==> src/sv/rlm_pkg.sv <==
// Shared types and constants for the RMS level meter.
package rlm_pkg;

  localparam int SAMPLE_BITS = 10;
  localparam int COUNT_BITS  = 16;
  localparam int QUEUE_DEPTH = 2;
  localparam int QPTR_W      = (QUEUE_DEPTH > 1) ? $clog2(QUEUE_DEPTH) : 1;
  localparam int QCNT_W      = $clog2(QUEUE_DEPTH + 1);

  localparam int SUM_BITS  = 2 * SAMPLE_BITS + COUNT_BITS;
  localparam int NUM_BITS  = SUM_BITS + 16;
  localparam int MSQ_BITS  = 2 * SAMPLE_BITS + 16;
  localparam int ROOT_W    = MSQ_BITS / 2;
  localparam int TOP_W     = $clog2(MSQ_BITS);
  localparam int LOG_BIAS  = 2 * (SAMPLE_BITS - 1) + 16;
  localparam int DB_K      = 197283;
  localparam int DB_FLOOR  = -32768;
  localparam int DB_CEIL   = 32767;
  localparam int RMS_MAX   = 262143;

  localparam logic [SAMPLE_BITS-1:0] OFFSET_RESET = SAMPLE_BITS'(1 << (SAMPLE_BITS - 1));

  localparam logic OP_ACCUM = 1'b0;
  localparam logic OP_READ  = 1'b1;

  typedef struct packed {
    logic                   op;
    logic [SAMPLE_BITS-1:0] sample;
  } in_item_t;

  typedef struct packed {
    logic [15:0]        sample_count;
    logic [17:0]        rms_value;
    logic signed [15:0] level_db;
    logic               window_empty;
    logic               count_overflow;
  } out_item_t;

  typedef struct packed {
    logic                   op;
    logic [SAMPLE_BITS-1:0] mag;
  } q_entry_t;

endpackage

==> src/sv/rms_level_meter_db_unit.sv <==
// Top level of the RMS level meter with dB readout.
// Accumulate transfers: one per cycle sustained through the two-entry queue and back end
// while no readout is busy. Readout: divide, root, normalise, log, multiply, scale, output;
// a zero signal skips from root to output, and an empty window goes straight to output.
// Input stalls once the queue is full behind a readout or a held result.
// Reset: offset returns to midscale, sum, count and overflow clear at once, no result held.
module rms_level_meter_db_unit import rlm_pkg::*; (
  input  logic                   clk_i,
  input  logic                   rst_ni,
  input  logic                   cfg_valid_i,
  output logic                   cfg_ready_o,
  input  logic [SAMPLE_BITS-1:0] cfg_data_i,
  input  logic                   in_valid_i,
  output logic                   in_ready_o,
  input  in_item_t               in_data_i,
  output logic                   out_valid_o,
  input  logic                   out_ready_i,
  output out_item_t              out_data_o
);

  logic     q_full, q_push, q_pop, q_empty;
  q_entry_t q_wdata, q_rdata;

  rlm_front u_front (
    .clk_i       (clk_i),
    .rst_ni      (rst_ni),
    .cfg_valid_i (cfg_valid_i),
    .cfg_ready_o (cfg_ready_o),
    .cfg_data_i  (cfg_data_i),
    .in_valid_i  (in_valid_i),
    .in_ready_o  (in_ready_o),
    .in_data_i   (in_data_i),
    .q_full_i    (q_full),
    .q_push_o    (q_push),
    .q_data_o    (q_wdata)
  );

  rlm_queue u_queue (
    .clk_i       (clk_i),
    .rst_ni      (rst_ni),
    .push_i      (q_push),
    .push_data_i (q_wdata),
    .full_o      (q_full),
    .pop_i       (q_pop),
    .empty_o     (q_empty),
    .pop_data_o  (q_rdata)
  );

  rlm_back u_back (
    .clk_i       (clk_i),
    .rst_ni      (rst_ni),
    .q_empty_i   (q_empty),
    .q_data_i    (q_rdata),
    .q_pop_o     (q_pop),
    .out_valid_o (out_valid_o),
    .out_ready_i (out_ready_i),
    .out_data_o  (out_data_o)
  );

endmodule

==> src/sv/rlm_front.sv <==
// Front end: offset register, input acceptance and sample magnitude.
module rlm_front import rlm_pkg::*; (
  input  logic                   clk_i,
  input  logic                   rst_ni,
  input  logic                   cfg_valid_i,
  output logic                   cfg_ready_o,
  input  logic [SAMPLE_BITS-1:0] cfg_data_i,
  input  logic                   in_valid_i,
  output logic                   in_ready_o,
  input  in_item_t               in_data_i,
  input  logic                   q_full_i,
  output logic                   q_push_o,
  output q_entry_t               q_data_o
);

  logic [SAMPLE_BITS-1:0] offset_q, offset_d;
  logic [SAMPLE_BITS-1:0] smp;

  assign cfg_ready_o = 1'b1;
  assign in_ready_o  = !q_full_i;
  assign q_push_o    = in_valid_i && !q_full_i;

  always_comb begin
    offset_d = offset_q;
    if (cfg_valid_i) begin
      offset_d = cfg_data_i;
    end
  end

  always_ff @(posedge clk_i or negedge rst_ni) begin
    if (!rst_ni) begin
      offset_q <= OFFSET_RESET;
    end else begin
      offset_q <= offset_d;
    end
  end

  assign smp = SAMPLE_BITS'(in_data_i.sample);

  always_comb begin
    q_data_o.op  = in_data_i.op;
    q_data_o.mag = (smp >= offset_q) ? (smp - offset_q) : (offset_q - smp);
  end

endmodule

==> src/sv/rlm_queue.sv <==
// Short queue between the front end and the back end.
module rlm_queue import rlm_pkg::*; (
  input  logic     clk_i,
  input  logic     rst_ni,
  input  logic     push_i,
  input  q_entry_t push_data_i,
  output logic     full_o,
  input  logic     pop_i,
  output logic     empty_o,
  output q_entry_t pop_data_o
);

  q_entry_t              mem_q [QUEUE_DEPTH];
  logic [QPTR_W-1:0]     wr_q, wr_d, rd_q, rd_d;
  logic [QCNT_W-1:0]     cnt_q, cnt_d;

  assign full_o     = (cnt_q == QCNT_W'(QUEUE_DEPTH));
  assign empty_o    = (cnt_q == '0);
  assign pop_data_o = mem_q[rd_q];

  always_comb begin
    wr_d  = wr_q;
    rd_d  = rd_q;
    cnt_d = cnt_q;
    if (push_i) begin
      wr_d = (wr_q == QPTR_W'(QUEUE_DEPTH - 1)) ? '0 : wr_q + 1'b1;
    end
    if (pop_i) begin
      rd_d = (rd_q == QPTR_W'(QUEUE_DEPTH - 1)) ? '0 : rd_q + 1'b1;
    end
    if (push_i && !pop_i) begin
      cnt_d = cnt_q + 1'b1;
    end else if (pop_i && !push_i) begin
      cnt_d = cnt_q - 1'b1;
    end
  end

  always_ff @(posedge clk_i or negedge rst_ni) begin
    if (!rst_ni) begin
      wr_q  <= '0;
      rd_q  <= '0;
      cnt_q <= '0;
    end else begin
      wr_q  <= wr_d;
      rd_q  <= rd_d;
      cnt_q <= cnt_d;
    end
  end

  always_ff @(posedge clk_i) begin
    if (push_i) begin
      mem_q[wr_q] <= push_data_i;
    end
  end

endmodule

==> src/sv/rlm_back.sv <==
// Back end: accumulator, readout sequencer (divide, root, normalise, log, multiply, scale) and result register.
module rlm_back import rlm_pkg::*; (
  input  logic      clk_i,
  input  logic      rst_ni,
  input  logic      q_empty_i,
  input  q_entry_t  q_data_i,
  output logic      q_pop_o,
  output logic      out_valid_o,
  input  logic      out_ready_i,
  output out_item_t out_data_o
);

  localparam int CNT_W = $clog2(NUM_BITS + 1);
  localparam int SR_W  = ROOT_W + 3;
  localparam int X_W   = TOP_W + 17;
  localparam int P_W   = X_W + 19;
  localparam int LV_W  = P_W - 24;

  localparam logic [2:0] S_IDLE  = 3'd0;
  localparam logic [2:0] S_DIV   = 3'd1;
  localparam logic [2:0] S_SQRT  = 3'd2;
  localparam logic [2:0] S_NORM  = 3'd3;
  localparam logic [2:0] S_LOG   = 3'd4;
  localparam logic [2:0] S_MUL   = 3'd5;
  localparam logic [2:0] S_SCALE = 3'd6;
  localparam logic [2:0] S_DONE  = 3'd7;

  localparam logic signed [X_W-1:0]  X_BIAS = X_W'(LOG_BIAS * 65536);
  localparam logic signed [P_W-1:0]  K_EXT  = P_W'(DB_K);
  localparam logic signed [P_W-1:0]  RND    = P_W'(1 << 23);
  localparam logic signed [LV_W-1:0] LV_MIN = LV_W'(DB_FLOOR);
  localparam logic signed [LV_W-1:0] LV_MAX = LV_W'(DB_CEIL);

  logic [2:0]            state_q, state_d;
  logic [SUM_BITS-1:0]   sum_q, sum_d;
  logic [COUNT_BITS-1:0] tally_q, tally_d;
  logic                  ovf_q, ovf_d;

  logic [NUM_BITS-1:0]   num_q, num_d;
  logic [COUNT_BITS-1:0] div_q, div_d;
  logic [COUNT_BITS:0]   rem_q, rem_d;
  logic [MSQ_BITS-1:0]   quo_q, quo_d;
  logic [CNT_W-1:0]      cnt_q, cnt_d;
  logic [MSQ_BITS-1:0]   rad_q, rad_d;
  logic [SR_W-1:0]       srem_q, srem_d;
  logic [ROOT_W-1:0]     root_q, root_d;
  logic [MSQ_BITS-1:0]   norm_q, norm_d;
  logic [TOP_W-1:0]      top_q, top_d;
  logic [30:0]           m_q, m_d;
  logic [15:0]           frac_q, frac_d;
  logic signed [P_W-1:0] prod_q, prod_d;
  logic signed [15:0]    level_q, level_d;
  logic [15:0]           rcount_q, rcount_d;
  logic                  rempty_q, rempty_d;
  logic                  rovf_q, rovf_d;
  logic                  out_valid_q, out_valid_d;
  out_item_t             out_q, out_d;

  logic [2*SAMPLE_BITS-1:0] mag_sq;
  logic [COUNT_BITS:0]   r2;
  logic                  dge;
  logic [SR_W-1:0]       sr2, trial;
  logic                  sge;
  logic [61:0]           sq;
  logic [31:0]           m2;
  logic signed [X_W-1:0] x;
  logic signed [P_W-1:0] x_ext, biased;
  logic signed [LV_W-1:0] lv;

  assign q_pop_o     = (state_q == S_IDLE) && !q_empty_i;
  assign out_valid_o = out_valid_q;
  assign out_data_o  = out_q;

  always_comb begin
    mag_sq = (2*SAMPLE_BITS)'(q_data_i.mag) * (2*SAMPLE_BITS)'(q_data_i.mag);
    r2     = {rem_q[COUNT_BITS-1:0], num_q[NUM_BITS-1]};
    dge    = (r2 >= {1'b0, div_q});
    sr2    = {srem_q[SR_W-3:0], rad_q[MSQ_BITS-1 -: 2]};
    trial  = SR_W'({root_q, 2'b01});
    sge    = (sr2 >= trial);
    sq     = 62'(m_q) * 62'(m_q);
    m2     = sq[61:30];
    x      = $signed({1'b0, top_q, frac_q}) - X_BIAS;
    x_ext  = P_W'(x);
    biased = prod_q + RND;
    lv     = LV_W'(biased >>> 24);
  end

  always_comb begin
    state_d     = state_q;
    sum_d       = sum_q;
    tally_d     = tally_q;
    ovf_d       = ovf_q;
    num_d       = num_q;
    div_d       = div_q;
    rem_d       = rem_q;
    quo_d       = quo_q;
    cnt_d       = cnt_q;
    rad_d       = rad_q;
    srem_d      = srem_q;
    root_d      = root_q;
    norm_d      = norm_q;
    top_d       = top_q;
    m_d         = m_q;
    frac_d      = frac_q;
    prod_d      = prod_q;
    level_d     = level_q;
    rcount_d    = rcount_q;
    rempty_d    = rempty_q;
    rovf_d      = rovf_q;
    out_valid_d = out_valid_q;
    out_d       = out_q;
    if (out_valid_q && out_ready_i) begin
      out_valid_d = 1'b0;
    end
    case (state_q)
      S_IDLE: begin
        if (!q_empty_i) begin
          if (q_data_i.op == OP_ACCUM) begin
            if (tally_q == {COUNT_BITS{1'b1}}) begin
              ovf_d = 1'b1;
            end else begin
              tally_d = tally_q + 1'b1;
              sum_d   = sum_q + SUM_BITS'(mag_sq);
            end
          end else begin
            num_d    = {sum_q, 16'b0};
            div_d    = tally_q;
            rem_d    = '0;
            quo_d    = '0;
            cnt_d    = '0;
            root_d   = '0;
            level_d  = 16'(DB_FLOOR);
            rcount_d = 16'(tally_q);
            rempty_d = (tally_q == '0);
            rovf_d   = ovf_q;
            sum_d    = '0;
            tally_d  = '0;
            ovf_d    = 1'b0;
            state_d  = (tally_q == '0) ? S_DONE : S_DIV;
          end
        end
      end
      S_DIV: begin
        rem_d = dge ? (r2 - {1'b0, div_q}) : r2;
        quo_d = {quo_q[MSQ_BITS-2:0], dge};
        num_d = num_q << 1;
        cnt_d = cnt_q + 1'b1;
        if (cnt_q == CNT_W'(NUM_BITS - 1)) begin
          rad_d   = {quo_q[MSQ_BITS-2:0], dge};
          srem_d  = '0;
          root_d  = '0;
          cnt_d   = '0;
          state_d = S_SQRT;
        end
      end
      S_SQRT: begin
        srem_d = sge ? (sr2 - trial) : sr2;
        root_d = {root_q[ROOT_W-2:0], sge};
        rad_d  = rad_q << 2;
        cnt_d  = cnt_q + 1'b1;
        if (cnt_q == CNT_W'(ROOT_W - 1)) begin
          norm_d  = quo_q;
          top_d   = TOP_W'(MSQ_BITS - 1);
          state_d = (quo_q == '0) ? S_DONE : S_NORM;
        end
      end
      S_NORM: begin
        if (norm_q[MSQ_BITS-1]) begin
          m_d     = norm_q[MSQ_BITS-1 -: 31];
          frac_d  = '0;
          cnt_d   = '0;
          state_d = S_LOG;
        end else begin
          norm_d = norm_q << 1;
          top_d  = top_q - 1'b1;
        end
      end
      S_LOG: begin
        m_d    = m2[31] ? m2[31:1] : m2[30:0];
        frac_d = {frac_q[14:0], m2[31]};
        cnt_d  = cnt_q + 1'b1;
        if (cnt_q == CNT_W'(15)) begin
          state_d = S_MUL;
        end
      end
      S_MUL: begin
        prod_d  = x_ext * K_EXT;
        state_d = S_SCALE;
      end
      S_SCALE: begin
        if (lv < LV_MIN) begin
          level_d = 16'(DB_FLOOR);
        end else if (lv > LV_MAX) begin
          level_d = 16'(DB_CEIL);
        end else begin
          level_d = 16'(lv);
        end
        state_d = S_DONE;
      end
      S_DONE: begin
        if (!out_valid_q || out_ready_i) begin
          out_valid_d          = 1'b1;
          out_d.sample_count   = rcount_q;
          out_d.rms_value      = (root_q > ROOT_W'(RMS_MAX)) ? 18'(RMS_MAX) : 18'(root_q);
          out_d.level_db       = level_q;
          out_d.window_empty   = rempty_q;
          out_d.count_overflow = rovf_q;
          state_d              = S_IDLE;
        end
      end
      default: begin
        state_d = S_IDLE;
      end
    endcase
  end

  always_ff @(posedge clk_i or negedge rst_ni) begin
    if (!rst_ni) begin
      state_q     <= S_IDLE;
      sum_q       <= '0;
      tally_q     <= '0;
      ovf_q       <= 1'b0;
      out_valid_q <= 1'b0;
    end else begin
      state_q     <= state_d;
      sum_q       <= sum_d;
      tally_q     <= tally_d;
      ovf_q       <= ovf_d;
      out_valid_q <= out_valid_d;
    end
  end

  always_ff @(posedge clk_i) begin
    num_q    <= num_d;
    div_q    <= div_d;
    rem_q    <= rem_d;
    quo_q    <= quo_d;
    cnt_q    <= cnt_d;
    rad_q    <= rad_d;
    srem_q   <= srem_d;
    root_q   <= root_d;
    norm_q   <= norm_d;
    top_q    <= top_d;
    m_q      <= m_d;
    frac_q   <= frac_d;
    prod_q   <= prod_d;
    level_q  <= level_d;
    rcount_q <= rcount_d;
    rempty_q <= rempty_d;
    rovf_q   <= rovf_d;
    out_q    <= out_d;
  end

`ifndef NO_ASSERTIONS
  a_clear_after_read: assert property (@(posedge clk_i) disable iff (!rst_ni)
    (q_pop_o && q_data_i.op == OP_READ) |=> (sum_q == '0 && tally_q == '0 && !ovf_q))
    else $error("accumulator not cleared after readout");
  a_div_rem: assert property (@(posedge clk_i) disable iff (!rst_ni)
    (state_q == S_DIV) |-> (rem_q < {1'b0, div_q}))
    else $error("divider remainder out of range");
  a_norm_exit: assert property (@(posedge clk_i) disable iff (!rst_ni)
    (state_q == S_NORM && norm_q[MSQ_BITS-1]) |=> (state_q == S_LOG))
    else $error("normaliser did not hand over");
  a_log_mant: assert property (@(posedge clk_i) disable iff (!rst_ni)
    (state_q == S_LOG) |-> m_q[30])
    else $error("log mantissa not normalised");
`endif

endmodule
==> config.mk <==
export PLATFORM = sky130hd
export DESIGN_NAME = rms_level_meter_db_unit
export DESIGN_NICKNAME = d
export VERILOG_FILES = /design/src/sv/rlm_pkg.sv /design/src/sv/rms_level_meter_db_unit.sv /design/src/sv/rlm_front.sv /design/src/sv/rlm_queue.sv /design/src/sv/rlm_back.sv
export SDC_FILE = /design/constraint.sdc
export NUM_CORES = 2
export LEC_CHECK = 0
export BUFFER_PORTS_ARGS = -buffer_cell sky130_fd_sc_hd__buf_2
export CAP_MARGIN = 20
export CORE_ASPECT_RATIO = 0.7
export CORE_MARGIN = 10
export CORE_UTILIZATION = 60
export DETAILED_ROUTE_END_ITERATION = 10
export GPL_TIMING_DRIVEN = 1
export PLACE_DENSITY_LB_ADDON = 0.2
export RECOVER_POWER = 100
export SLEW_MARGIN = 20
export SYNTH_ARGS = -nofsm -noshare
export SYNTH_HDL_FRONTEND = slang
export SYNTH_SLANG_ARGS = --single-unit
==> constraint.sdc <==
create_clock -name clk_i -period 7.5 [get_ports clk_i]
set_clock_uncertainty 0.1 [all_clocks]
set_input_delay 0.375 -clock clk_i [delete_from_list [all_inputs] [get_ports clk_i]]
set_output_delay 0.375 -clock clk_i [all_outputs]
set_load 0.02 [all_outputs]
# ---- Word level (Yosys, flattened, before mapping)
# Memory sizes are Yosys's and may differ from the RTL's.
# Index checks and enable logic that the tools add are counted.
dict set report word_totals {
  regBits 471
  ramBits 22
  inputBits 26
  out_inout_bits 55
  word_cells 181
  memories 1
}
# memory words width rd rd_clocked_by_memory_dff write_ports line_no
set memory_table {}
lappend memory_table {u_queue.mem_q 2 11 1 0 1 rlm_queue.sv:13} ;# q_entry_t mem_q [QUEUE_DEPTH];
dict set report classes {
  add_sub_neg 14
  n_mul 3
  order_cmp 6
  n_eq_ne 21
  n_mux 66
  n_bitwise 1
  reduce_logical 38
}
# operator count
set op_table {}
lappend op_table {{2-to-1 mux 36 bit} 7}
lappend op_table {{case mux 36 bit (2 select lines)} 3}
lappend op_table {{2-to-1 mux 16 bit} 10}
lappend op_table {{2-to-1 mux 52 bit} 2}
lappend op_table {{case mux 52 bit (2 select lines)} 1}
lappend op_table {{case mux 16 bit (2 select lines)} 3}
lappend op_table {{multiplier 31 x 31 -> 62 bit} 1}
lappend op_table {{2-to-1 mux 31 bit} 2}
lappend op_table {{case mux 31 bit (2 select lines)} 1}
lappend op_table {{2-to-1 mux 18 bit} 3}
lappend op_table {{case mux 18 bit (3 select lines)} 1}
lappend op_table {{adder 42 x 25 -> 42 bit, second input constant} 1}
lappend op_table {{multiplier 23 x 19 -> 42 bit, second input constant} 1}
lappend op_table {{2-to-1 mux 19 bit} 2}
lappend op_table {{case mux 19 bit (2 select lines)} 1}
lappend op_table {{adder 36 x 20 -> 36 bit} 1}
lappend op_table {{zero test 36 bit} 1}
lappend op_table {{2-to-1 mux 6 bit} 6}
lappend op_table {{2-to-1 mux 3 bit} 9}
lappend op_table {{case mux 3 bit (8 select lines)} 1}
lappend op_table {{case mux 6 bit (4 select lines)} 1}
lappend op_table {{subtractor 22 x 22 -> 23 bit, second input constant} 1}
lappend op_table {{>= comparator 21 x 20 -> 1 bit} 1}
lappend op_table {{multiplier 10 x 10 -> 20 bit} 1}
lappend op_table {{other kinds (43)} 88}

# ---- Longest topological paths before layout
dict set report logic_depth {
  depth_word 7
  ltp_mapped 32
  mapped_depth_nobuf 28
}

# ---- Cells and area by module
# A second synthesis with hierarchy kept.
dict set report unflattened {
  hier_cells 5827
  hier_area_um2 57935.6
}
# mod instances cells_each area_per_inst_um2
set modules_own_cells {}
lappend modules_own_cells {rlm_back 1 5625 55629.6}
lappend modules_own_cells {rlm_front 1 152 1287.5}
lappend modules_own_cells {rlm_queue 1 50 1018.5}

# ---- Worst setup path before layout
# Ideal clock, no wire load.
dict set report synth_timing {
  path_kind {reg-to-reg}
  start {reg u_back.m_q[9]}
  end {reg u_back.m_q[16] (data pin)}
  setup_ns 0.261
  t_arrival_ns 7.612
  required_ns 7.139
  slack_ns -0.473
  path_stages_with_launch 30
  path_buffers 5
  path_cell_list {edfxtp_1 > clkbuf_1 > clkbuf_1 > nand2_1 > fa_1 > fa_1 > inv_1 > fa_1 > inv_1 > fa_1 > inv_1 > fa_1 > fa_1 > fa_1 > inv_1 > fa_1 > inv_1 > ha_1 > clkbuf_1 > nand4_1 > or3_1 > nor3_1 > a211oi_2 > o211ai_1 > o211a_1 > o22a_1 > buf_2 > buf_4 > nor2_1 > a221o_1}
}
dict set report synth_between {
  elab_chain_len 3
}
# element line_no
set synth_rtl {}
lappend synth_rtl {{start, declared} rlm_back.sv:49} ;# logic [30:0] m_q, m_d;
lappend synth_rtl {{start signal, assigned} rlm_back.sv:245} ;# m_q <= m_d;
lappend synth_rtl {{multiplier 31 x 31 -> 62 bit} rlm_back.sv:81} ;# sq = 62'(m_q) * 62'(m_q);
lappend synth_rtl {{2-to-1 mux 31 bit} rlm_back.sv:180} ;# m_d = m2[31] ? m2[31:1] : m2[30:0];
lappend synth_rtl {{case mux 31 bit (2 select lines)} rlm_back.sv:116} ;# case (state_q)
lappend synth_rtl {{named net u_back.m_d[16]} rlm_back.sv:49}
# The timed path passes the listed nets, and every way through them passes these cells.
# A chain may end at the register's enable or synchronous reset.

# ---- Final worst setup path
dict set report layout_timing {
  start {reg u_back.m_q[4]}
  end {reg u_back.m_q[23] (data pin)}
}
# The elaborated chain is that of the path after synthesis.

==> metrics.txt <==
failing checks capacitance limit, slew limit, setup timing; WP data required 7690 ps; Final #Nets 7857; worst-margin pin slew 3440 ps; storage element area approximately 13000 um2; gr usage total between 20% and 30%; Core Area 95700 um2; warnings from Yosys 0; row cnt 95; Synth Flop Type edfxtp_1; fin crit period 8380 ps; grt ovf 0; sequential element share of the synthesized area 23.0%; Worst Path Arrival 8580 ps; first drt pass iteration count 6; first-pass GRT wire length 244 mm; Async SR Flop Fraction approximately 16%; CTS buffer count a little under 50; die area 109000 um2; Filler Cell Count 7199; chip width 391 um; Yosys reg bits 454; cell with the most instances after synthesis inv_1; Hold Crit Class in -> reg; DR iter-0 viols 3277; crit-path most repeated cell fa_2; area of the multi-input gates 39500 um2; Max Clk Rate approximately 120 MHz; hold wc startpoint cfg_valid_i; reg-to-reg startpoint u_back.m_q[4]; final period utilization 112%; kind of end point of the critical path flop; Startpoint Class flop; count of final setup violators 32; ratio of cells with drive above 1 in the final layout 14.0%; status finished, violations left; routability cong. 0.967; IO buf count 79; largest net degree at the start of global routing 74; Yosys top cell area share 31.7%; DRC viols 0; CTS H-Tree Depth 2; Via density 5.52; EDFF count, synth 383; CP Class reg -> reg; initial antenna violation count 2; area grow syn2layout 14.9%; Post-Syn Nets between 7000 and 8000; final slew viol count 571; I/O pin count 81; worst setup path startpoint u_back.m_q[4]; Post-DP HPWL 125 mm; Place WS -1220 ps; clk slew on worst S/H paths 70 ps; Max clock buf depth 3; fin util between 60% and 70%; Slowest-stage cell, CP fa_2; DRT Wirelength roughly 150 mm; root buffer cell clkbuf_16; FF-to-FF setup slack -880 ps; Routed Antenna Nets 0; initial core utilization 60.3%; MaxCap Viol Count 12; Die Y 280 um; Avg WL per Cell 20.0 um; detailed-route via count 42200; Mapped Avg Cell Area 9.93 um2; RSZ-0062 raised after global routing yes; number of global-route vias before repair 44200; Synth area leaders fa_1 32%, edfxtp_1 20%, ha_1 12%, inv_1 8.6%, nand2_1 4.2%; worst setup margin -884 ps; biggest cell delay along the critical path 620 ps; cell area after synthesis 57700 um2; clk_lat worst skew 640 ps; n_diodes 0; CTS tree done; endpoints failing hold 0; Crit Path Max Fanout 10; Post-Synthesis Cells 5814; area leader, netlist fa_1; CTS sink cnt around 450; Slew HR -130%; most instantiated cells after synthesis 1330 x inv_1, 913 x fa_1, 649 x nand2_1, 574 x ha_1, 383 x edfxtp_1; synth unique cells 84
## kinds of logic after synthesis
kind of cell    share of synthesized area, %
simple gates                            12.1
buf+inv                                 10.1
fa+ha+maj                               44.1
flops                                   23.0
compound gates                          6.73
xor+xnor                                3.05
other cells                          0.00649
mux                                    0.979
## registers in the layout, summed over array words and instances (netlist names), 18 cells and up
register           cells
u_back.out_data_o     52
u_back.norm_q         36
u_back.num_q          36
u_back.quo_q          36
u_back.rad_q          36
u_back.sum_q          36
u_back.m_q            31
u_queue.mem_q         22
u_back.prod_q         19
u_back.srem_q         19
u_back.root_q         18
## worst max-delay path, delay by kind of cell (launching register included)
kind                     cells  cell delay (ps)
adder cells (fa/ha/maj)      9             4520
AO/OA/AOI/OAI                8             1480
buffers and inverters        9             1210
flip-flops                   1              450
AND/OR/NAND/NOR              2              250
## layout by cell type (no fill, tap or decap), types with 35 or more instances in the layout
cell type	netlist	routed
a21oi_1	170	157
ha_1	574	556
fa_1	913	883
nand4_1	37	37
xor2_1	86	85
nand2_1	649	638
inv_1	1330	1314
edfxtp_1	383	383
and2_1	204	186
a21o_1	68	68
mux2i_1	43	42
nand2b_1	60	60
buf_4	3	500
o21ai_0	149	139
buf_6	2	35
and3_1	83	83
nor2_1	233	218
nand3_1	73	64
nor3_1	41	36
xnor2_1	115	112
clkbuf_1	190	84
dfrtp_1	70	69
clkbuf_16	0	51
## final timing paths
| check | end | cells after the start |
|---|---|---|
| worst max register to register | u_back.m_q[23] | 28 |
| max in group asynchronous | u_back.state_q[0] | 3 |
| worst min register to register | u_back.out_data_o[9] | 0 |
| worst min-delay path | u_front.offset_q[9] | 2 |
| worst max-delay path | u_back.m_q[23] | 28 |
| min in group asynchronous | u_back.sum_q[32] | 2 |
## per-stage QoR
step           hold WS, ps  std cells  TNS [ps]  instance area [um2]
2_1_floorplan        -20.6       5814      -932                57900
3_3_place_gp           199       7487    -27070                63400
3_5_place_dp           206       7487    -30870                63400
4_1_cts               6.25       7622    -18780                66000
5_1_grt               66.9       7640    -30980                66300
6_report              31.8       7640    -23540                66300
## routing by layer
layer	vias up	track usage (%)	part of all wire (%)
met1	21000	41.1	44
met5	-	0	0
li1	19300	-	-
met4	0	8.20	3.5
met3	251	5.87	8.7
met2	1612	43.0	43
## area by class of cell
class / instances / area share [%]
clock buffers: 59 / 1.98
clock inverters: 27 / 0.353
inverters: 1333 / 7.57
multi-input cells: 3819 / 59.5
flip-flops and latches: 454 / 20.0
well taps: 1261 / 2.38
repair buffers: 687 / 8.16
## what timing repair did
| item | CTS | global route |
|---|---|---|
| setup buffers | 36 | 20 |
| gates cloned | 2 | 1 |
| pin swaps | 72 | 59 |
| hold buffers | 14 | 0 |
| gates resized for setup | 139 | 97 |
| endpoints found under the setup margin | 32 | 33 |
| hold endpoints to repair | 35 | 0 |
Power is not shown: default switching activity piles up to over one toggle a cycle in this logic, so the estimate is an artifact.
